==> src/rtl/whr_pkg.sv <==
// ----------------------------------------------------------------------------
// whr_pkg: shared types and constants of the wait-hint save/restore table
// Slot count, field widths, the token that walks the cell row, the commit
// command and the bucket function.
// ----------------------------------------------------------------------------
`default_nettype none

package whr_pkg;

  localparam int SLOTS          = 16;
  localparam int BUCKETS        = 5;
  localparam int CAPACITY_SCALE = 1024;
  localparam int BUCKET_DELTA   = (CAPACITY_SCALE + BUCKETS / 2) / BUCKETS;

  localparam int SLOT_W   = (SLOTS > 1) ? $clog2(SLOTS) : 1;
  localparam int ID_W     = 23;
  localparam int VAL_W    = 11;
  localparam int BUCKET_W = 5;
  localparam int STAT_W   = 3;
  localparam int COUNT_W  = 32;
  localparam int CFG_IDX_W = 1;
  localparam int CFG_DATA_W = 23;

  localparam logic [CFG_IDX_W-1:0] CFG_TARGET_GROUP = 1'b0;
  localparam logic [CFG_IDX_W-1:0] CFG_FLOOR_VALUE  = 1'b1;

  localparam logic REQ_START = 1'b0;
  localparam logic REQ_END   = 1'b1;

  typedef enum logic [STAT_W-1:0] {
    STAT_IGNORED  = 3'd0,
    STAT_HINTED   = 3'd1,
    STAT_FULL     = 3'd2,
    STAT_RESTORED = 3'd3,
    STAT_NO_HINT  = 3'd4
  } whr_status_t;

  typedef enum logic {
    OP_TAKE = 1'b0,
    OP_FREE = 1'b1
  } whr_op_t;

  // search token handed from cell to cell
  typedef struct packed {
    logic              active;
    logic              req;
    logic [ID_W-1:0]   tid;
    logic              found;
    logic [SLOT_W-1:0] found_idx;
    logic [VAL_W-1:0]  saved;
    logic              free_seen;
    logic [SLOT_W-1:0] free_idx;
  } whr_tok_t;

  // slot update broadcast at the end of a request
  typedef struct packed {
    logic              valid;
    whr_op_t           op;
    logic [SLOT_W-1:0] idx;
    logic [ID_W-1:0]   tid;
    logic [VAL_W-1:0]  value;
  } whr_cmd_t;

  function automatic logic [BUCKET_W-1:0] bucket_of(input logic [VAL_W-1:0] v);
    logic [BUCKET_W-1:0] b;
    b = '0;
    for (int k = 1; k < BUCKETS; k++) begin
      if (32'(v) >= k * BUCKET_DELTA) b = BUCKET_W'(k);
    end
    return b;
  endfunction

endpackage

`default_nettype wire

==> src/rtl/whr_cell.sv <==
// ----------------------------------------------------------------------------
// whr_cell: one slot of the table
// Holds a task id and its saved value, marks the passing token with the
// first own-slot hit and the first free slot, and applies commit commands.
// ----------------------------------------------------------------------------
`default_nettype none

module whr_cell (
  input  wire logic                      clk,
  input  wire logic                      rst,
  input  wire logic [whr_pkg::SLOT_W-1:0] my_idx,
  input  wire whr_pkg::whr_tok_t         tok_in,
  input  wire whr_pkg::whr_cmd_t         cmd,
  output whr_pkg::whr_tok_t              tok_out
);

  logic [whr_pkg::ID_W-1:0]  slot_task;
  logic [whr_pkg::VAL_W-1:0] slot_saved;
  whr_pkg::whr_tok_t         tok_next;
  logic                      hit;
  logic                      is_free;

  assign is_free = (slot_task == '0);
  // tid 0 would alias a free slot, so it never hits
  assign hit     = (tok_in.tid != '0) && (slot_task == tok_in.tid);

  always_comb begin
    tok_next = tok_in;
    if (!tok_in.found && hit) begin
      tok_next.found     = 1'b1;
      tok_next.found_idx = my_idx;
      tok_next.saved     = slot_saved;
    end
    if (!tok_in.free_seen && is_free) begin
      tok_next.free_seen = 1'b1;
      tok_next.free_idx  = my_idx;
    end
  end

  always_ff @(posedge clk) begin
    if (rst) begin
      tok_out <= '0;
    end else begin
      tok_out <= tok_next;
    end
  end

  always_ff @(posedge clk) begin
    if (rst) begin
      slot_task <= '0;
    end else if (cmd.valid && cmd.idx == my_idx) begin
      case (cmd.op)
        whr_pkg::OP_TAKE: slot_task <= cmd.tid;
        whr_pkg::OP_FREE: slot_task <= '0;
        default:          slot_task <= slot_task;
      endcase
    end
  end

  always_ff @(posedge clk) begin
    if (cmd.valid && cmd.idx == my_idx && cmd.op == whr_pkg::OP_TAKE) begin
      slot_saved <= cmd.value;
    end
  end

endmodule

`default_nettype wire

==> src/rtl/wait_hint_save_restore_table_core.sv <==
// ----------------------------------------------------------------------------
// wait_hint_save_restore_table_core: per-task floor save/restore slot table
// Row of slot cells searched by a token that moves one cell per cycle.
// ----------------------------------------------------------------------------
// Usage:
//   Input channel (in_valid/in_stall) carries one wait event: req_type,
//   task_id, group_id, current_value. Output channel (out_valid/out_stall)
//   returns exactly one result per event: write_back, new_value, new_bucket,
//   status and the running hinted_total.
//   Config port (cfg_valid/cfg_ready, always ready) writes target_group
//   (index 0) or floor_value (index 1); write only while no request is open.
//   Each request walks its token through the SLOTS cells one per cycle; the
//   token is then captured in the hold register and the result is committed
//   once the output register is free. One request is in flight at a time
//   and in_stall stays high until it commits.
//   A finished result sits in the output register while the next request is
//   accepted; a commit waits only if that register is still stalled.
//   Reset frees all slots, clears the hint count, sets target_group to 0
//   and floor_value to 256.
// ----------------------------------------------------------------------------
`default_nettype none

module wait_hint_save_restore_table_core (
  input  wire logic                          clk,
  input  wire logic                          rst,
  input  wire logic                          in_valid,
  output      logic                          in_stall,
  input  wire logic                          req_type,
  input  wire logic [whr_pkg::ID_W-1:0]      task_id,
  input  wire logic [whr_pkg::ID_W-1:0]      group_id,
  input  wire logic [whr_pkg::VAL_W-1:0]     current_value,
  output      logic                          out_valid,
  input  wire logic                          out_stall,
  output      logic                          write_back,
  output      logic [whr_pkg::VAL_W-1:0]     new_value,
  output      logic [whr_pkg::BUCKET_W-1:0]  new_bucket,
  output      logic [whr_pkg::STAT_W-1:0]    status,
  output      logic [whr_pkg::COUNT_W-1:0]   hinted_total,
  input  wire logic                          cfg_valid,
  output      logic                          cfg_ready,
  input  wire logic [whr_pkg::CFG_IDX_W-1:0] cfg_index,
  input  wire logic [whr_pkg::CFG_DATA_W-1:0] cfg_data
);

  typedef enum logic [2:0] {
    ST_IDLE   = 3'b001,
    ST_SCAN   = 3'b010,
    ST_COMMIT = 3'b100
  } state_t;

  state_t state, state_next;

  logic [whr_pkg::ID_W-1:0]    target_group;
  logic [whr_pkg::VAL_W-1:0]   floor_value;
  logic [whr_pkg::COUNT_W-1:0] hint_count;
  logic [whr_pkg::ID_W-1:0]    req_group;
  logic [whr_pkg::VAL_W-1:0]   req_value;

  whr_pkg::whr_tok_t tok [whr_pkg::SLOTS+1];
  whr_pkg::whr_tok_t hold;
  whr_pkg::whr_cmd_t cmd;
  logic [whr_pkg::SLOTS:0] tok_active;

  logic                         in_accept;
  logic                         out_free;
  logic                         commit;
  logic                         res_wb;
  logic [whr_pkg::VAL_W-1:0]    res_value;
  whr_pkg::whr_status_t         res_status;
  logic                         res_hint;

  assign in_accept = in_valid && !in_stall;
  assign in_stall  = (state != ST_IDLE);
  assign out_free  = !out_valid || !out_stall;
  assign commit    = (state == ST_COMMIT) && out_free;
  assign cfg_ready = 1'b1;

  // token injected at cell 0 on the accepting edge
  always_comb begin
    tok[0]           = '0;
    tok[0].active    = in_accept;
    tok[0].req       = req_type;
    tok[0].tid       = task_id;
  end

  for (genvar i = 0; i < whr_pkg::SLOTS; i++) begin : g_cell
    whr_cell u_cell (
      .clk     (clk),
      .rst     (rst),
      .my_idx  (whr_pkg::SLOT_W'(i)),
      .tok_in  (tok[i]),
      .cmd     (cmd),
      .tok_out (tok[i+1])
    );
  end

  always_comb begin
    for (int i = 0; i <= whr_pkg::SLOTS; i++) begin
      tok_active[i] = tok[i].active;
    end
  end

  always_comb begin
    state_next = state;
    case (state)
      ST_IDLE:   if (in_accept) state_next = ST_SCAN;
      ST_SCAN:   if (tok[whr_pkg::SLOTS].active) state_next = ST_COMMIT;
      ST_COMMIT: if (out_free) state_next = ST_IDLE;
      default:   state_next = ST_IDLE;
    endcase
  end

  always_ff @(posedge clk) begin
    if (rst) begin
      state <= ST_IDLE;
    end else begin
      state <= state_next;
    end
  end

  always_ff @(posedge clk) begin
    if (in_accept) begin
      req_group <= group_id;
      req_value <= current_value;
    end
    if (state == ST_SCAN && tok[whr_pkg::SLOTS].active) begin
      hold <= tok[whr_pkg::SLOTS];
    end
  end

  // decide the outcome from the token that walked the whole row
  always_comb begin
    cmd        = '0;
    res_wb     = 1'b0;
    res_value  = '0;
    res_status = whr_pkg::STAT_IGNORED;
    res_hint   = 1'b0;
    if (hold.tid != '0 && hold.req == whr_pkg::REQ_START) begin
      if (target_group != '0 && req_group == target_group) begin
        if (hold.found || hold.free_seen) begin
          cmd.valid  = commit;
          cmd.op     = whr_pkg::OP_TAKE;
          cmd.idx    = hold.found ? hold.found_idx : hold.free_idx;
          cmd.tid    = hold.tid;
          cmd.value  = req_value;
          res_wb     = 1'b1;
          res_value  = floor_value;
          res_status = whr_pkg::STAT_HINTED;
          res_hint   = 1'b1;
        end else begin
          res_status = whr_pkg::STAT_FULL;
        end
      end
    end else if (hold.tid != '0) begin
      if (hold.found) begin
        cmd.valid  = commit;
        cmd.op     = whr_pkg::OP_FREE;
        cmd.idx    = hold.found_idx;
        cmd.tid    = hold.tid;
        res_wb     = 1'b1;
        res_value  = hold.saved;
        res_status = whr_pkg::STAT_RESTORED;
      end else begin
        res_status = whr_pkg::STAT_NO_HINT;
      end
    end
  end

  always_ff @(posedge clk) begin
    if (rst) begin
      out_valid <= 1'b0;
    end else if (commit) begin
      out_valid <= 1'b1;
    end else if (!out_stall) begin
      out_valid <= 1'b0;
    end
  end

  always_ff @(posedge clk) begin
    if (commit) begin
      write_back <= res_wb;
      new_value  <= res_value;
      new_bucket <= res_wb ? whr_pkg::bucket_of(res_value) : '0;
      status     <= res_status;
    end
  end

  always_ff @(posedge clk) begin
    if (rst) begin
      hint_count <= '0;
    end else if (commit && res_hint) begin
      hint_count <= hint_count + 1'b1;
    end
  end

  // count only moves on the edge that loads its result, so it stays aligned
  assign hinted_total = hint_count;

  always_ff @(posedge clk) begin
    if (rst) begin
      target_group <= '0;
      floor_value  <= whr_pkg::VAL_W'(256);
    end else if (cfg_valid && cfg_ready) begin
      case (cfg_index)
        whr_pkg::CFG_TARGET_GROUP: target_group <= cfg_data;
        whr_pkg::CFG_FLOOR_VALUE:  floor_value  <= cfg_data[whr_pkg::VAL_W-1:0];
        default: ;
      endcase
    end
  end

  a_one_token: assert property (@(posedge clk) disable iff (rst)
    $countones(tok_active[whr_pkg::SLOTS:1]) <= 1)
    else $error("more than one token in the cell row");

  a_no_accept_busy: assert property (@(posedge clk) disable iff (rst)
    in_accept |-> (tok_active[whr_pkg::SLOTS:1] == '0))
    else $error("request accepted while a search is running");

  a_wb_status: assert property (@(posedge clk) disable iff (rst)
    (out_valid && write_back) |->
      (status == whr_pkg::STAT_HINTED || status == whr_pkg::STAT_RESTORED))
    else $error("write-back with a non-updating status");

  a_count_step: assert property (@(posedge clk) disable iff (rst)
    (hint_count != $past(hint_count)) |->
      (out_valid && status == whr_pkg::STAT_HINTED &&
       hint_count == $past(hint_count) + 1'b1))
    else $error("hint count moved without a hint");

  a_commit_free: assert property (@(posedge clk) disable iff (rst)
    (cmd.valid && out_valid) |-> !out_stall)
    else $error("commit over a stalled result");

endmodule

`default_nettype wire
==> config.mk <==
export PLATFORM = sky130hd
export DESIGN_NAME = wait_hint_save_restore_table_core
export DESIGN_NICKNAME = d
export VERILOG_FILES = /design/src/rtl/whr_pkg.sv /design/src/rtl/whr_cell.sv /design/src/rtl/wait_hint_save_restore_table_core.sv
export SDC_FILE = /design/constraint.sdc
export NUM_CORES = 2
export LEC_CHECK = 0
export BUFFER_PORTS_ARGS = -buffer_cell sky130_fd_sc_hd__clkbuf_2
export CORE_MARGIN = 2
export CORE_UTILIZATION = 48
export CTS_CLUSTER_DIAMETER = 150
export DETAILED_ROUTE_END_ITERATION = 12
export PLACE_DENSITY = 0.73
export SKIP_CTS_REPAIR_TIMING = 1
export SYNTH_ARGS = -nofsm -noshare
export SYNTH_HDL_FRONTEND = slang
export SYNTH_HIERARCHICAL = 1
export SYNTH_SLANG_ARGS = --single-unit
==> constraint.sdc <==
create_clock -name clk -period 4.3 [get_ports clk]
set_input_delay 0.215 -clock clk [delete_from_list [all_inputs] [get_ports clk]]
set_output_delay 0.215 -clock clk [all_outputs]
set_load 0.1 [all_outputs]
==> out/summary.md <==
The logs give 19.9% for the worst slew slack as a fraction of its limit and 249000 um for the first-pass GRT wire length. The total routing resource utilization after global routing was 25.4%; the initial DRC count was 4967. TritonCTS built the clock tree. After synthesis, the netlist uses 59 different library cells. For this run, the share of the core covered by cells in the final layout is 55.2%.

By startpoint and endpoint, the worst setup path is classified as reg -> reg. The H-tree was split into 4 levels. By count the netlist is led by sky130_fd_sc_hd__dfxtp_1 (1174), sky130_fd_sc_hd__a21oi_1 (674), sky130_fd_sc_hd__nand2_1 (496), sky130_fd_sc_hd__xor2_1 (450), sky130_fd_sc_hd__nor2b_1 (425). Excluding fillers, the count of instances in the completed layout stands at 7698. The final route contains 44.6k vias.

The library cell occupying the most area in the post-synthesis netlist is sky130_fd_sc_hd__dfxtp_1. In this run, synthesis inferred 272 flip-flops with an integrated enable. The tools report the number of global-route vias before repair as 41.8k. The standard cell with the maximum stage delay on the critical path is sky130_fd_sc_hd__nor4_2.

The placed cell area was 0.0617 mm^2; the post-synthesis async set-or-reset flop share was 0%. The run finished with clean final reports. Counting every instance in the synthesized netlist gives 5663. Summed over all cells, the static leakage comes to 26.4 nW.

The pre-antenna-repair detailed-routing pass consisted of 7 iterations. Class of the tightest hold or removal check: in -> reg. The measured slew at the worst slew-check pin was 1200 ps; the clock latency on the worst-skew pair was 750 ps.

The count of clock tree sinks was 1446; the via-per-instance ratio was 5.79. Clock-pin slew was measured on the worst setup and hold paths at 70 ps. Ranked by total cell area, the synthesized netlist is headed by sky130_fd_sc_hd__dfxtp_1 (40%), sky130_fd_sc_hd__edfxtp_1 (14%), sky130_fd_sc_hd__xor2_1 (6.6%). The required time of the critical path was 4790 ps. The logs give 10.3k for the number of fill cells in the layout and 0 for the number of antenna violations at the first check in global routing. The period utilization came out at 95.0%. The xor and xnor fraction of the mapped netlist area came out at 7.03%. The final design area excluding fillers came out at 0.0674 mm^2.

The cell with the most instances on the worst path is sky130_fd_sc_hd__buf_4. Detailed placement ended at an HPWL of 110000 um. Across the run, the number of max-cap violations was 0. The highest clock rate came out at 0.245 GHz. The layout-stage area growth over the synthesis result is 13.8%, and the area share of fa/ha/maj cells after synthesis is 0.0211%. The worst setup path is launched from a flip-flop.

The logs give 0 for the final count of pins violating max slew and 28.0 mW for the final total power. The tree is rooted in a sky130_fd_sc_hd__clkbuf_16. The tools report the post-placement cell count as 7350. In this run the worst path has a maximum fanout of 24. Synthesis inferred 1446 register bits. In the final routed layout, each cell accounts on average for 21.8 um.

In the final layout, the multi-input gates occupy 0.0263 mm^2. The longest individual stage delay on the worst path works out to 570 ps. The power density over the cells works out to 416 mW/mm^2. Walking the worst path, the cells encountered are xor2_1 -> nor4_1 -> nand4_1 -> buf_4 -> nor4_2 -> nor2_4 -> nor2_2 -> buf_4 -> xor2_1 -> nor3_1 -> nand3_1 -> buf_4 -> nor2_1 -> buf_4. Setup repair after global routing left no endpoint under its margin.

During placement, the flow inserted port buffers numbering 138. The count of nets left with antenna violations after detail routing was 0; the largest vdd supply drop was 0.412 mV. The logs give 0 for the hold violation total from the final report and 20.4 ps for the worst clock skew. The shortest clock period the worst path allows after layout works out to 4080 ps.

Measured along the x axis, the die boundary spans 355 um. The number of remaining DRC errors came out at 0. The mean instance size in the synthesized netlist was 10.5 um^2; the routed wire length was 168000 um.

No sink is reached through more buffers than the 3 on the longest clock path. The die span in y came out at 355 um. The synthesized netlist devotes 11.3% of its cell area to compound gates. Row generation in the floorplan step produced 128 rows.

Summing the areas of all and, or, nand and nor instances in the mapped netlist gives 23.1% of the synthesized area. The signal arrival time at the worst endpoint was 4580 ps. The fraction of layout instances using a drive strength above 1 came out at 13.2%.

The logs give 0.943 for the global placement routability congestion and 0.0593 mm^2 for the post-synthesis instance area. 142 I/O pins were placed. During synthesis, Yosys emitted a total of 6 warnings. The area share of the largest cell type after synthesis came out at 39.7%. Predominant post-synthesis flop cell: sky130_fd_sc_hd__dfxtp_1. By instance count, the leading cell after synthesis is sky130_fd_sc_hd__dfxtp_1.

In the final design database the tool counted 6044 nets. In the final timing run, aggregate negative setup slack is 0 ps. The run gives 0 as the sum of overflow across all layers after global routing. Setup violations remaining at the end of the flow were counted as 0. Entering global routing, the biggest net connects 189 pins. The run gives 0.122 mm^2 as the placeable core region.

The share of the Yosys chip area taken by registers is 53.4%. The register cell area after layout was 0.0317 mm^2. Once the floorplan was initialized, standard cells occupied 48.5% of the core. The area of the die is 0.126 mm^2, and the total clock buffers created by CTS is 145.

After synthesis, the largest family of logic cells by area is simple AND/OR/NAND/NOR gates. The share of cell area taken by muxes after synthesis is 1.17%. The tools report the nature of the critical path endpoint as a flip-flop.
sequential cells by signal, summed over array words and instances, names as in the netlist, 23 cells and up:
| signal | flops |
|---|---|
| target_group | 23 |
| hold | 45 |
| g_cell.u_cell/slot_saved | 176 |
| hinted_total | 32 |
| g_cell.u_cell/slot_task | 368 |
| g_cell.u_cell/tok_out | 736 |
| req_group | 23 |
placed cells by master, fill, tap and decap left out, types with 52 or more instances in the layout:
master                          count
sky130_fd_sc_hd__a21oi_1          673
sky130_fd_sc_hd__buf_4             94
sky130_fd_sc_hd__clkbuf_16        150
sky130_fd_sc_hd__clkbuf_2         137
sky130_fd_sc_hd__conb_1           217
sky130_fd_sc_hd__dfxtp_1         1174
sky130_fd_sc_hd__dlygate4sd3_1     84
sky130_fd_sc_hd__edfxtp_1         272
sky130_fd_sc_hd__mux2i_1           69
sky130_fd_sc_hd__nand2_1          496
sky130_fd_sc_hd__nand3b_1         370
sky130_fd_sc_hd__nand4_1          281
sky130_fd_sc_hd__nor2_1           185
sky130_fd_sc_hd__nor2b_1          402
sky130_fd_sc_hd__nor3_1            79
sky130_fd_sc_hd__nor4_1           172
sky130_fd_sc_hd__nor4_2            52
sky130_fd_sc_hd__o31ai_1           82
sky130_fd_sc_hd__o31ai_2          160
sky130_fd_sc_hd__xor2_1           450
per-layer routing:
layer | GRT usage [%] | up-vias | wire length, um
met5 | 0 | - | 0
met2 | 40.4 | 1860 | 77700
li1 | - | 20534 | -
met4 | 9.19 | 0 | 5840
met3 | 4.71 | 356 | 12900
met1 | 34.5 | 21837 | 71500
metrics by stage:
stage               hold WS [ps]  setup slack, ps
floorplan                    314             79.9
global placement             386              220
detailed placement           390              302
CTS                         -407              248
global route                33.4             24.8
finish                      28.4              216
layout make-up:
type | instances | area share [%]
sequential | 1446 | 47.0
multi-input combinational | 4007 | 38.9
clock buffer | 204 | 6.20
timing repair buffer | 330 | 3.75
tap | 1625 | 3.02
clock inverter | 59 | 0.978
inverter | 26 | 0.145
antenna | 1 | 0.00371
power breakdown:
group	switching [mW]	internal (mW)	total, mW
clock network	5.27	7.57	12.8
logic	0.766	0.333	1.10
registers	0.169	13.9	14.1
total	6.21	21.8	28.0
worst max-delay path: cells and delay by family (launching register included):
family	cells	cell delay (ps)
buffers and inverters	4	1040
and+or+nand+nor	8	2020
xor gates and xnor gates	2	320
DFF	1	400
final timing paths:
path                                                    end                                     start  slack, ps  cells past startpoint
hold / removal                 target_group[7]$_SDFFE_PP0P_                                 cfg_index         30                      5
setup reg to reg  g_cell[12].u_cell/slot_saved[6]$_DFFE_PP_                    req_group[9]$_DFFE_PP_        220                     14
setup / recovery  g_cell[12].u_cell/slot_saved[6]$_DFFE_PP_                    req_group[9]$_DFFE_PP_        220                     14
hold reg to reg                          hold[32]$_DFFE_PP_  g_cell[15].u_cell/tok_out[32]$_SDFF_PP0_        400                      0
cells by family after synthesis:
group / Yosys count
xor+xnor: 476
other cells: 2
flops: 1446
buf+inv: 425
compound gates: 1002
fa+ha+maj: 1
simple gates: 2242
mux: 69
(Power assumes the default switching activity.)
